$ cat src/hdl/bitmap_next_fit_block_allocator_assert.svh
// Assertion macros for the bitmap next-fit block allocator.
// Included by the RTL files that carry concurrent assertions; no other dependencies.
`ifndef BITMAP_NEXT_FIT_BLOCK_ALLOCATOR_ASSERT_SVH
`define BITMAP_NEXT_FIT_BLOCK_ALLOCATOR_ASSERT_SVH
`ifndef SYNTHESIS
`define BNFA_ASSERT_IMP(lbl, clk, rst_n, ante, cons) \
    lbl: assert property (@(posedge clk) disable iff (!rst_n) (ante) |-> (cons)) \
        else $error("%m: assertion failed");
`define BNFA_ASSERT_NXT(lbl, clk, rst_n, ante, cons) \
    lbl: assert property (@(posedge clk) disable iff (!rst_n) (ante) |=> (cons)) \
        else $error("%m: assertion failed");
`else
`define BNFA_ASSERT_IMP(lbl, clk, rst_n, ante, cons)
`define BNFA_ASSERT_NXT(lbl, clk, rst_n, ante, cons)
`endif
`endif

$ cat src/hdl/bnfa_pkg.sv
// Shared widths, codes and types of the bitmap next-fit block allocator.
// No dependencies; used by the interfaces and the top level.
package bnfa_pkg;

    localparam int MAX_BLOCKS_DEF = 1024;
    localparam int CNT_W          = 11;
    localparam int BLK_W          = 10;
    localparam int OP_W           = 2;
    localparam int STAT_W         = 2;
    localparam int WORD_W         = 32;
    localparam int BIT_W          = $clog2(WORD_W);
    localparam int CNT_MAX        = (1 << CNT_W) - 1;

    localparam logic [CNT_W-1:0] COUNT_RESET = CNT_W'(1024);

    localparam logic [OP_W-1:0] OP_ALLOC_NEXT  = 2'd0;
    localparam logic [OP_W-1:0] OP_ALLOC_GIVEN = 2'd1;
    localparam logic [OP_W-1:0] OP_FREE        = 2'd2;

    localparam logic [STAT_W-1:0] STAT_OK      = 2'd0;
    localparam logic [STAT_W-1:0] STAT_NOSPACE = 2'd1;
    localparam logic [STAT_W-1:0] STAT_RANGE   = 2'd2;

    typedef enum logic [1:0] {
        S_IDLE,
        S_SCAN,
        S_GWR,
        S_DONE
    } state_t;

endpackage

$ cat src/hdl/bnfa_req_if.sv
// Request channel of the allocator: operation and block number.
// Depends on bnfa_pkg for field widths.
interface bnfa_req_if;
    logic                          valid;
    logic                          ready;
    logic [bnfa_pkg::OP_W-1:0]     operation;
    logic [bnfa_pkg::BLK_W-1:0]    block_number;

    modport source (output valid, output operation, output block_number, input ready);
    modport sink   (input valid, input operation, input block_number, output ready);
endinterface

$ cat src/hdl/bnfa_rsp_if.sv
// Response channel of the allocator: allocated block and status.
// Depends on bnfa_pkg for field widths.
interface bnfa_rsp_if;
    logic                          valid;
    logic                          ready;
    logic [bnfa_pkg::BLK_W-1:0]    allocated_block;
    logic [bnfa_pkg::STAT_W-1:0]   status;

    modport source (output valid, output allocated_block, output status, input ready);
    modport sink   (input valid, input allocated_block, input status, output ready);
endinterface

$ cat src/hdl/bnfa_cfg_if.sv
// Configuration write channel carrying the data block count.
// Depends on bnfa_pkg for the register width.
interface bnfa_cfg_if;
    logic                          valid;
    logic                          ready;
    logic [bnfa_pkg::CNT_W-1:0]    data;

    modport source (output valid, output data, input ready);
    modport sink   (input valid, input data, output ready);
endinterface

$ cat src/hdl/bitmap_next_fit_block_allocator.sv
// Top level of the bitmap next-fit block allocator with its word-wide bitmap memory.
// Depends on bnfa_pkg, the three channel interfaces and the assertion macro header.
//
// Usage: requests arrive on req (operation, block_number), one result per request
// leaves on rsp (allocated_block, status), and cfg writes the data block count.
// A request transfer happens only while the block is idle; it then works on that
// one request until its result is placed in the output register.
// Allocate-next scans the bitmap one 32-bit word per cycle through a single
// masked priority encoder, starting at the scan pointer and wrapping at the count.
// A scan visits at most ceil(count/32) + 1 bitmap words (33 for 1024 blocks), and
// allocate-given and free read, modify and write one bitmap word, then output;
// an out-of-range or unknown request skips the bitmap and goes to the output.
// Reset clears the control state, sets the count to 1024 and the pointer to 0;
// the bitmap reads as all free through per-word valid flags, so no clearing pass
// is needed. A stalled receiver holds the result in the output register; the
// next request is taken meanwhile but its result waits until the slot frees.
// Configuration writes are taken at any time and are meant for idle periods.
module bitmap_next_fit_block_allocator #(
    parameter int MAX_BLOCKS = bnfa_pkg::MAX_BLOCKS_DEF
) (
    input  logic      clk,
    input  logic      rst_n,
    bnfa_cfg_if.sink  cfg,
    bnfa_req_if.sink  req,
    bnfa_rsp_if.source rsp
);

`include "bitmap_next_fit_block_allocator_assert.svh"

    localparam int CNT_W  = bnfa_pkg::CNT_W;
    localparam int BLK_W  = bnfa_pkg::BLK_W;
    localparam int OP_W   = bnfa_pkg::OP_W;
    localparam int STAT_W = bnfa_pkg::STAT_W;
    localparam int WORD_W = bnfa_pkg::WORD_W;
    localparam int BIT_W  = bnfa_pkg::BIT_W;
    localparam int HI_W   = CNT_W - BIT_W;
    localparam int EFF_MAX = (MAX_BLOCKS < bnfa_pkg::CNT_MAX) ? MAX_BLOCKS : bnfa_pkg::CNT_MAX;
    localparam int PTR_W  = $clog2(EFF_MAX);
    localparam int NWORDS = (EFF_MAX + WORD_W - 1) / WORD_W;
    localparam int WIDX_W = (NWORDS > 1) ? $clog2(NWORDS) : 1;

    function automatic logic [CNT_W-1:0] eff_count(input logic [CNT_W-1:0] c);
        return (c > CNT_W'(EFF_MAX)) ? CNT_W'(EFF_MAX) : c;
    endfunction

    bnfa_pkg::state_t state_reg, state_next;

    logic [CNT_W-1:0]  cnt_reg, cnt_next;
    logic [PTR_W-1:0]  ptr_reg, ptr_next;
    logic [OP_W-1:0]   op_reg, op_next;
    logic [BLK_W-1:0]  blk_reg, blk_next;
    logic [WIDX_W-1:0] w0_reg, w0_next;
    logic [BIT_W-1:0]  sb_reg, sb_next;
    logic [WIDX_W-1:0] gen_word_reg, gen_word_next;
    logic              gen_first_reg, gen_first_next;
    logic              gen_done_reg, gen_done_next;
    logic              tag_v_reg, tag_v_next;
    logic [WIDX_W-1:0] tag_word_reg, tag_word_next;
    logic              tag_first_reg, tag_first_next;
    logic              tag_last_reg, tag_last_next;
    logic [BLK_W-1:0]  res_blk_reg, res_blk_next;
    logic [STAT_W-1:0] res_st_reg, res_st_next;
    logic              ovalid_reg, ovalid_next;
    logic [BLK_W-1:0]  oblk_reg, oblk_next;
    logic [STAT_W-1:0] ost_reg, ost_next;

    logic [WORD_W-1:0] mem [NWORDS];
    logic [NWORDS-1:0] wvalid_reg;
    logic [WORD_W-1:0] rdata_reg;
    logic              rvalid_reg;

    logic              mem_re;
    logic [WIDX_W-1:0] mem_raddr;
    logic              mem_we;
    logic [WIDX_W-1:0] mem_waddr;
    logic [WORD_W-1:0] mem_wdata;

    logic [CNT_W-1:0]  cnt_eff;
    logic [CNT_W-1:0]  p11;
    logic [CNT_W-1:0]  sp;
    logic [CNT_W:0]    nx_base;
    logic [WIDX_W-1:0] nw;
    logic              gen_last;
    logic [WORD_W-1:0] rword;
    logic [HI_W-1:0]   tw_hi;
    logic [WORD_W-1:0] cand;
    logic              hit;
    logic [BIT_W-1:0]  enc;
    logic [CNT_W-1:0]  idx11;
    logic [CNT_W-1:0]  inc11;
    logic [WORD_W-1:0] gmask;
    logic              load;

    assign cnt_eff = eff_count(cnt_reg);
    assign p11     = CNT_W'(ptr_reg);
    assign sp      = (p11 >= cnt_eff) ? '0 : p11;
    assign rword   = rvalid_reg ? rdata_reg : '0;

    assign nx_base  = ((CNT_W + 1)'(gen_word_reg) + 1'b1) << BIT_W;
    assign nw       = (nx_base >= {1'b0, cnt_eff}) ? '0 : WIDX_W'(gen_word_reg + 1'b1);
    assign gen_last = (!gen_first_reg && (gen_word_reg == w0_reg))
                   || (gen_first_reg && (sb_reg == '0) && (nw == w0_reg));

    assign tw_hi = HI_W'(tag_word_reg);

    always_comb
    begin
        for (int b = 0; b < WORD_W; b++)
        begin
            logic in_range;
            logic pos_ok;
            in_range = (tw_hi < cnt_eff[CNT_W-1:BIT_W])
                    || ((tw_hi == cnt_eff[CNT_W-1:BIT_W]) && (BIT_W'(b) < cnt_eff[BIT_W-1:0]));
            if (tag_first_reg)
            begin
                pos_ok = (BIT_W'(b) >= sb_reg);
            end
            else if (tag_last_reg)
            begin
                pos_ok = (BIT_W'(b) < sb_reg);
            end
            else
            begin
                pos_ok = 1'b1;
            end
            cand[b] = !rword[b] && in_range && pos_ok;
        end
    end

    always_comb
    begin
        enc = '0;
        for (int b = WORD_W - 1; b >= 0; b--)
        begin
            if (cand[b])
            begin
                enc = BIT_W'(b);
            end
        end
    end

    assign hit   = tag_v_reg && (|cand);
    assign idx11 = (CNT_W'(tag_word_reg) << BIT_W) | CNT_W'(enc);
    assign inc11 = idx11 + 1'b1;
    assign gmask = WORD_W'(1) << blk_reg[BIT_W-1:0];

    assign req.ready           = (state_reg == bnfa_pkg::S_IDLE);
    assign cfg.ready           = 1'b1;
    assign rsp.valid           = ovalid_reg;
    assign rsp.allocated_block = oblk_reg;
    assign rsp.status          = ost_reg;

    always_comb
    begin
        state_next     = state_reg;
        cnt_next       = cnt_reg;
        ptr_next       = ptr_reg;
        op_next        = op_reg;
        blk_next       = blk_reg;
        w0_next        = w0_reg;
        sb_next        = sb_reg;
        gen_word_next  = gen_word_reg;
        gen_first_next = gen_first_reg;
        gen_done_next  = gen_done_reg;
        tag_v_next     = 1'b0;
        tag_word_next  = tag_word_reg;
        tag_first_next = tag_first_reg;
        tag_last_next  = tag_last_reg;
        res_blk_next   = res_blk_reg;
        res_st_next    = res_st_reg;
        mem_re         = 1'b0;
        mem_raddr      = gen_word_reg;
        mem_we         = 1'b0;
        mem_waddr      = tag_word_reg;
        mem_wdata      = rword | (WORD_W'(1) << enc);
        load           = 1'b0;

        unique case (state_reg)
            bnfa_pkg::S_IDLE:
            begin
                if (req.valid)
                begin
                    op_next  = req.operation;
                    blk_next = req.block_number;
                    case (req.operation) inside
                        bnfa_pkg::OP_ALLOC_NEXT:
                        begin
                            if (cnt_eff == '0)
                            begin
                                res_blk_next = '0;
                                res_st_next  = bnfa_pkg::STAT_NOSPACE;
                                state_next   = bnfa_pkg::S_DONE;
                            end
                            else
                            begin
                                w0_next        = WIDX_W'(sp >> BIT_W);
                                sb_next        = sp[BIT_W-1:0];
                                gen_word_next  = WIDX_W'(sp >> BIT_W);
                                gen_first_next = 1'b1;
                                gen_done_next  = 1'b0;
                                state_next     = bnfa_pkg::S_SCAN;
                            end
                        end
                        bnfa_pkg::OP_ALLOC_GIVEN, bnfa_pkg::OP_FREE:
                        begin
                            if (CNT_W'(req.block_number) >= cnt_eff)
                            begin
                                res_blk_next = req.block_number;
                                res_st_next  = bnfa_pkg::STAT_RANGE;
                                state_next   = bnfa_pkg::S_DONE;
                            end
                            else
                            begin
                                mem_re     = 1'b1;
                                mem_raddr  = WIDX_W'(req.block_number >> BIT_W);
                                state_next = bnfa_pkg::S_GWR;
                            end
                        end
                        default:
                        begin
                            res_blk_next = req.block_number;
                            res_st_next  = bnfa_pkg::STAT_RANGE;
                            state_next   = bnfa_pkg::S_DONE;
                        end
                    endcase
                end
            end
            bnfa_pkg::S_SCAN:
            begin
                if (!gen_done_reg)
                begin
                    mem_re         = 1'b1;
                    mem_raddr      = gen_word_reg;
                    tag_v_next     = 1'b1;
                    tag_word_next  = gen_word_reg;
                    tag_first_next = gen_first_reg;
                    tag_last_next  = gen_last;
                    gen_word_next  = nw;
                    gen_first_next = 1'b0;
                    gen_done_next  = gen_last;
                end
                if (hit)
                begin
                    mem_we       = 1'b1;
                    ptr_next     = (inc11 >= cnt_eff) ? '0 : PTR_W'(inc11);
                    res_blk_next = BLK_W'(idx11);
                    res_st_next  = bnfa_pkg::STAT_OK;
                    state_next   = bnfa_pkg::S_DONE;
                end
                else if (tag_v_reg && tag_last_reg)
                begin
                    res_blk_next = '0;
                    res_st_next  = bnfa_pkg::STAT_NOSPACE;
                    state_next   = bnfa_pkg::S_DONE;
                end
            end
            bnfa_pkg::S_GWR:
            begin
                mem_we       = 1'b1;
                mem_waddr    = WIDX_W'(blk_reg >> BIT_W);
                mem_wdata    = (op_reg == bnfa_pkg::OP_ALLOC_GIVEN) ? (rword | gmask)
                                                                    : (rword & ~gmask);
                res_blk_next = blk_reg;
                res_st_next  = bnfa_pkg::STAT_OK;
                state_next   = bnfa_pkg::S_DONE;
            end
            bnfa_pkg::S_DONE:
            begin
                if (!ovalid_reg || rsp.ready)
                begin
                    load       = 1'b1;
                    state_next = bnfa_pkg::S_IDLE;
                end
            end
            default:
            begin
                state_next = bnfa_pkg::S_IDLE;
            end
        endcase

        if (cfg.valid)
        begin
            cnt_next = cfg.data;
            if (CNT_W'(ptr_reg) >= eff_count(cfg.data))
            begin
                ptr_next = '0;
            end
        end

        ovalid_next = load ? 1'b1 : (rsp.ready ? 1'b0 : ovalid_reg);
        oblk_next   = load ? res_blk_reg : oblk_reg;
        ost_next    = load ? res_st_reg : ost_reg;
    end

    always_ff @(posedge clk or negedge rst_n)
    begin
        if (!rst_n)
        begin
            state_reg     <= bnfa_pkg::S_IDLE;
            cnt_reg       <= bnfa_pkg::COUNT_RESET;
            ptr_reg       <= '0;
            gen_first_reg <= 1'b0;
            gen_done_reg  <= 1'b0;
            tag_v_reg     <= 1'b0;
            ovalid_reg    <= 1'b0;
        end
        else
        begin
            state_reg     <= state_next;
            cnt_reg       <= cnt_next;
            ptr_reg       <= ptr_next;
            gen_first_reg <= gen_first_next;
            gen_done_reg  <= gen_done_next;
            tag_v_reg     <= tag_v_next;
            ovalid_reg    <= ovalid_next;
        end
    end

    always_ff @(posedge clk)
    begin
        op_reg        <= op_next;
        blk_reg       <= blk_next;
        w0_reg        <= w0_next;
        sb_reg        <= sb_next;
        gen_word_reg  <= gen_word_next;
        tag_word_reg  <= tag_word_next;
        tag_first_reg <= tag_first_next;
        tag_last_reg  <= tag_last_next;
        res_blk_reg   <= res_blk_next;
        res_st_reg    <= res_st_next;
        oblk_reg      <= oblk_next;
        ost_reg       <= ost_next;
    end

    // Words that were never written read as all free.
    always_ff @(posedge clk)
    begin
        if (mem_we)
        begin
            mem[mem_waddr] <= mem_wdata;
        end
        if (mem_re)
        begin
            rdata_reg <= mem[mem_raddr];
        end
    end

    always_ff @(posedge clk or negedge rst_n)
    begin
        if (!rst_n)
        begin
            wvalid_reg <= '0;
            rvalid_reg <= 1'b0;
        end
        else
        begin
            if (mem_we)
            begin
                wvalid_reg[mem_waddr] <= 1'b1;
            end
            if (mem_re)
            begin
                rvalid_reg <= wvalid_reg[mem_raddr];
            end
        end
    end

    `BNFA_ASSERT_IMP(a_ptr_in_range, clk, rst_n,
        (state_reg == bnfa_pkg::S_IDLE) && (cnt_eff != '0), p11 < cnt_eff)
    `BNFA_ASSERT_NXT(a_scan_ends_at_last, clk, rst_n,
        (state_reg == bnfa_pkg::S_SCAN) && tag_v_reg && tag_last_reg,
        state_reg != bnfa_pkg::S_SCAN)
    `BNFA_ASSERT_IMP(a_out_from_done, clk, rst_n,
        $rose(ovalid_reg), $past(state_reg) == bnfa_pkg::S_DONE)
    `BNFA_ASSERT_IMP(a_nospace_zero, clk, rst_n,
        load && (res_st_reg == bnfa_pkg::STAT_NOSPACE), res_blk_reg == '0)

endmodule

$ cat src/flat_wrapper.sv
// flat-port wrapper written by rule: the top's interface ports become plain ports
module bitmap_next_fit_block_allocator_flat 
#(
    parameter int MAX_BLOCKS = bnfa_pkg::MAX_BLOCKS_DEF
)
  (clk, rst_n, cfg_valid, cfg_data, cfg_ready, req_valid, req_operation, req_block_number, req_ready, rsp_valid, rsp_allocated_block, rsp_status, rsp_ready);
  bnfa_cfg_if cfg_i ();
  bnfa_req_if req_i ();
  bnfa_rsp_if rsp_i ();
  input  logic clk;
  input  logic rst_n;
  input wire logic [$bits(cfg_i.valid)-1:0] cfg_valid;
  input wire logic [$bits(cfg_i.data)-1:0] cfg_data;
  output wire logic [$bits(cfg_i.ready)-1:0] cfg_ready;
  input wire logic [$bits(req_i.valid)-1:0] req_valid;
  input wire logic [$bits(req_i.operation)-1:0] req_operation;
  input wire logic [$bits(req_i.block_number)-1:0] req_block_number;
  output wire logic [$bits(req_i.ready)-1:0] req_ready;
  output wire logic [$bits(rsp_i.valid)-1:0] rsp_valid;
  output wire logic [$bits(rsp_i.allocated_block)-1:0] rsp_allocated_block;
  output wire logic [$bits(rsp_i.status)-1:0] rsp_status;
  input wire logic [$bits(rsp_i.ready)-1:0] rsp_ready;
  assign cfg_i.valid = cfg_valid;
  assign cfg_i.data = cfg_data;
  assign cfg_ready = cfg_i.ready;
  assign req_i.valid = req_valid;
  assign req_i.operation = req_operation;
  assign req_i.block_number = req_block_number;
  assign req_ready = req_i.ready;
  assign rsp_valid = rsp_i.valid;
  assign rsp_allocated_block = rsp_i.allocated_block;
  assign rsp_status = rsp_i.status;
  assign rsp_i.ready = rsp_ready;
  bitmap_next_fit_block_allocator #(.MAX_BLOCKS(MAX_BLOCKS)) u_core (.clk(clk), .rst_n(rst_n), .cfg(cfg_i), .req(req_i), .rsp(rsp_i));
endmodule
$ cat config.mk
export PLATFORM = sky130hd
export DESIGN_NAME = bitmap_next_fit_block_allocator_flat
export DESIGN_NICKNAME = d
export VERILOG_FILES = /design/src/hdl/bnfa_pkg.sv /design/src/hdl/bnfa_req_if.sv /design/src/hdl/bnfa_rsp_if.sv /design/src/hdl/bnfa_cfg_if.sv /design/src/hdl/bitmap_next_fit_block_allocator.sv /design/src/flat_wrapper.sv
export VERILOG_INCLUDE_DIRS = /design/src /design/src/hdl
export SDC_FILE = /design/constraint.sdc
export NUM_CORES = 2
export LEC_CHECK = 0
export ABC_AREA = 0
export BUFFER_PORTS_ARGS = -buffer_cell sky130_fd_sc_hd__buf_4
export CORE_AREA = 8 8 286 427
export DETAILED_ROUTE_END_ITERATION = 16
export DIE_AREA = 0 0 294 435
export PLACE_DENSITY = 0.61
export SYNTH_ARGS = -nofsm -noshare
export SYNTH_HDL_FRONTEND = slang
export SYNTH_SLANG_ARGS = --single-unit
$ cat constraint.sdc
create_clock -name clk -period 7.8 [get_ports clk]
set_input_delay 1.17 -clock clk [delete_from_list [all_inputs] [get_ports clk]]
set_output_delay 1.17 -clock clk [all_outputs]
set_load 0.005 [all_outputs]
==> impl_metrics.json <==
{
  "nets": 4029,
  "hold_class": "reg2reg",
  "critPathArrivalTime_ps": 7870,
  "final-seq-area_um2": 34960,
  "fmax_ghz": 0.1386,
  "crit_path_top_delay_cell": "dfstp_2",
  "status": "finished clean",
  "syn_area_per_cell_um2": 13.11,
  "wl_per_cell_um": 27.03,
  "period_share_pct": 92.50,
  "antenna_found_initial": 2,
  "cap_violations": 0,
  "port_buffers": 41,
  "ys_seq_area_share_pct": 67.62,
  "clock_latency_ps": 750,
  "clk_pin_slew_worst_paths_ps": 60,
  "finalMaxSlewViolations": 0,
  "mostFrequentLayoutCell": "edfxtp_1",
  "start_util_pct": 44.78,
  "gp_congestion": 0.9486,
  "gr-usage-all-layers_pct": 22.98,
  "final_cell_mix": "edfxtp_1, nand2_1, and2_1",
  "tightest_slew_ps": 1354,
  "ys_types": 108,
  "powerDensity_nw_per_um2": 419.6,
  "placed_cell_area_um2": 54400,
  "synth_nets": 4035,
  "die_area_um2": 127900,
  "rsz0062_at_grt": "no",
  "cts-root-buf": "clkbuf_16",
  "cts_tree": "built",
  "multi_input_area_um2": 15860,
  "path_max_fanout": 18,
  "finalPower_mw": 24.24,
  "grt_max_degree": 122,
  "drt_iter0_markers": 3244,
  "ant_nets": 0,
  "syn_to_final_growth_pct": 11.76,
  "async_flop_share_pct": 5.111,
  "drc": 0,
  "stdcell_area_um2": 57780,
  "largest_register_ffs": 1024,
  "p_leak_nw": 19.12,
  "peakVddDrop_v": 0.0002524,
  "crit_type": "reg2reg",
  "overflow": 0,
  "post-route-min-period_ps": 7215,
  "synth_cells": 3943,
  "ys_ff_latch": 1174,
  "fill_cells": 9805,
  "critPathBufInv": 2,
  "io_pins": 43,
  "hold_viol": 0,
  "final.setup.tns_ps": 0,
  "crit_path_max_incr_delay_ps": 740,
  "firstDrtPassIters": 5,
  "core_um2": 115400,
  "critPathTopFamily": "compound AO/OA/AOI/OAI gates",
  "startpoint_type": "register",
  "cts_resized": 0,
  "max-slew-margin-rel_pct": 7.794,
  "grt_pass1_wl_um": 219800,
  "finalSetupViolations": 0,
  "netlist_area_um2": 51700,
  "critical_path_required_ps": 8450,
  "cts_hold_buf": 0,
  "yosys_warnings": 0,
  "clk_path_buf_depth": 3,
  "detailed_place_hpwl_um": 91260,
  "grt_pass1_vias": 32852,
  "post-cts-setup-buffers": 0,
  "cts_sinks": 1174,
  "die_w_um": 294,
  "synth_edf_count": 1114,
  "htree_num_levels": 3,
  "crit_top_cell": "ha_1",
  "synthFlopType": "edfxtp_1",
  "viasPerCell": 6.059,
  "num_rows": 153,
  "endpoint_kind": "register",
  "clock_skew_ps": 65.48,
  "numCtsBuffers": 107,
  "wl_um": 150800,
  "die_h_um": 435,
  "dr_total_vias": 33799,
  "layout-drive-gt1-share_pct": 11.94
}
[layout make-up]
type,count,area share (%)
tap,1550,3.357
clock inverter,68,1.057
multi-input combinational,2444,27.45
sequential,1174,60.50
clock buffer,131,4.790
timing repair buffer,177,2.625
antenna,1,0.004331
inverter,33,0.2144
[per-stage QoR]
step                util (%)  hold slack (ps)  instances  worst slack, ps
global placement       47.12            400.3       5378            697.1
CTS                    50.05            420.5       5577            649.3
floorplan                  -            400.3       3943             1807
finish                 50.05            422.6       5578            584.8
detailed placement     47.12            404.5       5378            694.6
global route           50.05            429.9       5578            34.01
[Yosys cell counts, drive strengths merged (10+ instances only)]
cell type	instances	area (µm²)
a211oi	270	2032
a21o	12	90.09
a21oi	235	1195
a221oi	36	377.9
a22o	83	727.0
a311oi	129	1130
a31oi	164	1026
and2	286	1797
and3	16	100.1
buf	90	511.7
clkbuf	202	759.5
dfrtp	59	1476
edfxtp	1114	33450
ha	64	800.8
inv	33	123.9
mux2	18	206.4
mux2i	14	147.7
nand2	625	2346
nand2b	24	150.1
nand3	26	145.1
nand4	22	158.9
nor2	115	436.7
nor2b	20	132.6
nor3	19	116.4
nor3b	10	80.07
o211ai	13	112.6
o21a	10	82.57
o21ai	61	327.8
o21bai	33	247.7
[logic make-up (layout without fill, tap and decap cells)]
| family | Yosys count | count (layout) | synth area share [%] |
|---|---|---|---|
| AND/OR/NAND/NOR | 1204 | 1204 | 11.30 |
| buffers and inverters | 325 | 409 | 2.699 |
| AO/OA/AOI/OAI | 1120 | 1120 | 15.58 |
| other | 1 | 2 | 0.007254 |
| adder cells (fa/ha/maj) | 64 | 64 | 1.549 |
| multiplexers | 38 | 38 | 0.9463 |
| XOR/XNOR | 17 | 17 | 0.3026 |
| flip-flops | 1174 | 1174 | 67.62 |
[layer usage]
layer	global-route usage (%)	share of wire, %	vias to the layer above
met4	12.10	5.7	0
met5	0	0	-
li1	-	-	15154
met3	3.088	5.7	354
met1	28.01	38	17070
met2	39.46	51	1221
[report_power, final]
| group | total [mW] | internal, mW | switching, mW |
|---|---|---|---|
| clock network | 5.11 | 2.74 | 2.37 |
| registers | 9.49 | 9.12 | 0.368 |
| logic | 9.64 | 2.86 | 6.79 |
| total | 24.2 | 14.7 | 9.52 |
[path summary, 6_finish.rpt]
| check | endpoint | slack, ps | startpoint | cells past startpoint |
|---|---|---|---|---|
| min | u_core.rsp.allocated_block[0] | 420 | u_core.res_blk_reg[0] | 0 |
| max | u_core.ptr_reg[3] | 580 | u_core.cnt_reg[10] | 25 |
| max reg2reg | u_core.ptr_reg[3] | 580 | u_core.cnt_reg[10] | 25 |
| max in group asynchronous | u_core.rvalid_reg | 6670 | rst_n | 1 |
| min in group asynchronous | u_core.ptr_reg[6] | 510 | rst_n | 1 |
| min reg2reg | u_core.rsp.allocated_block[0] | 420 | u_core.res_blk_reg[0] | 0 |
(Power assumes the default switching activity.)
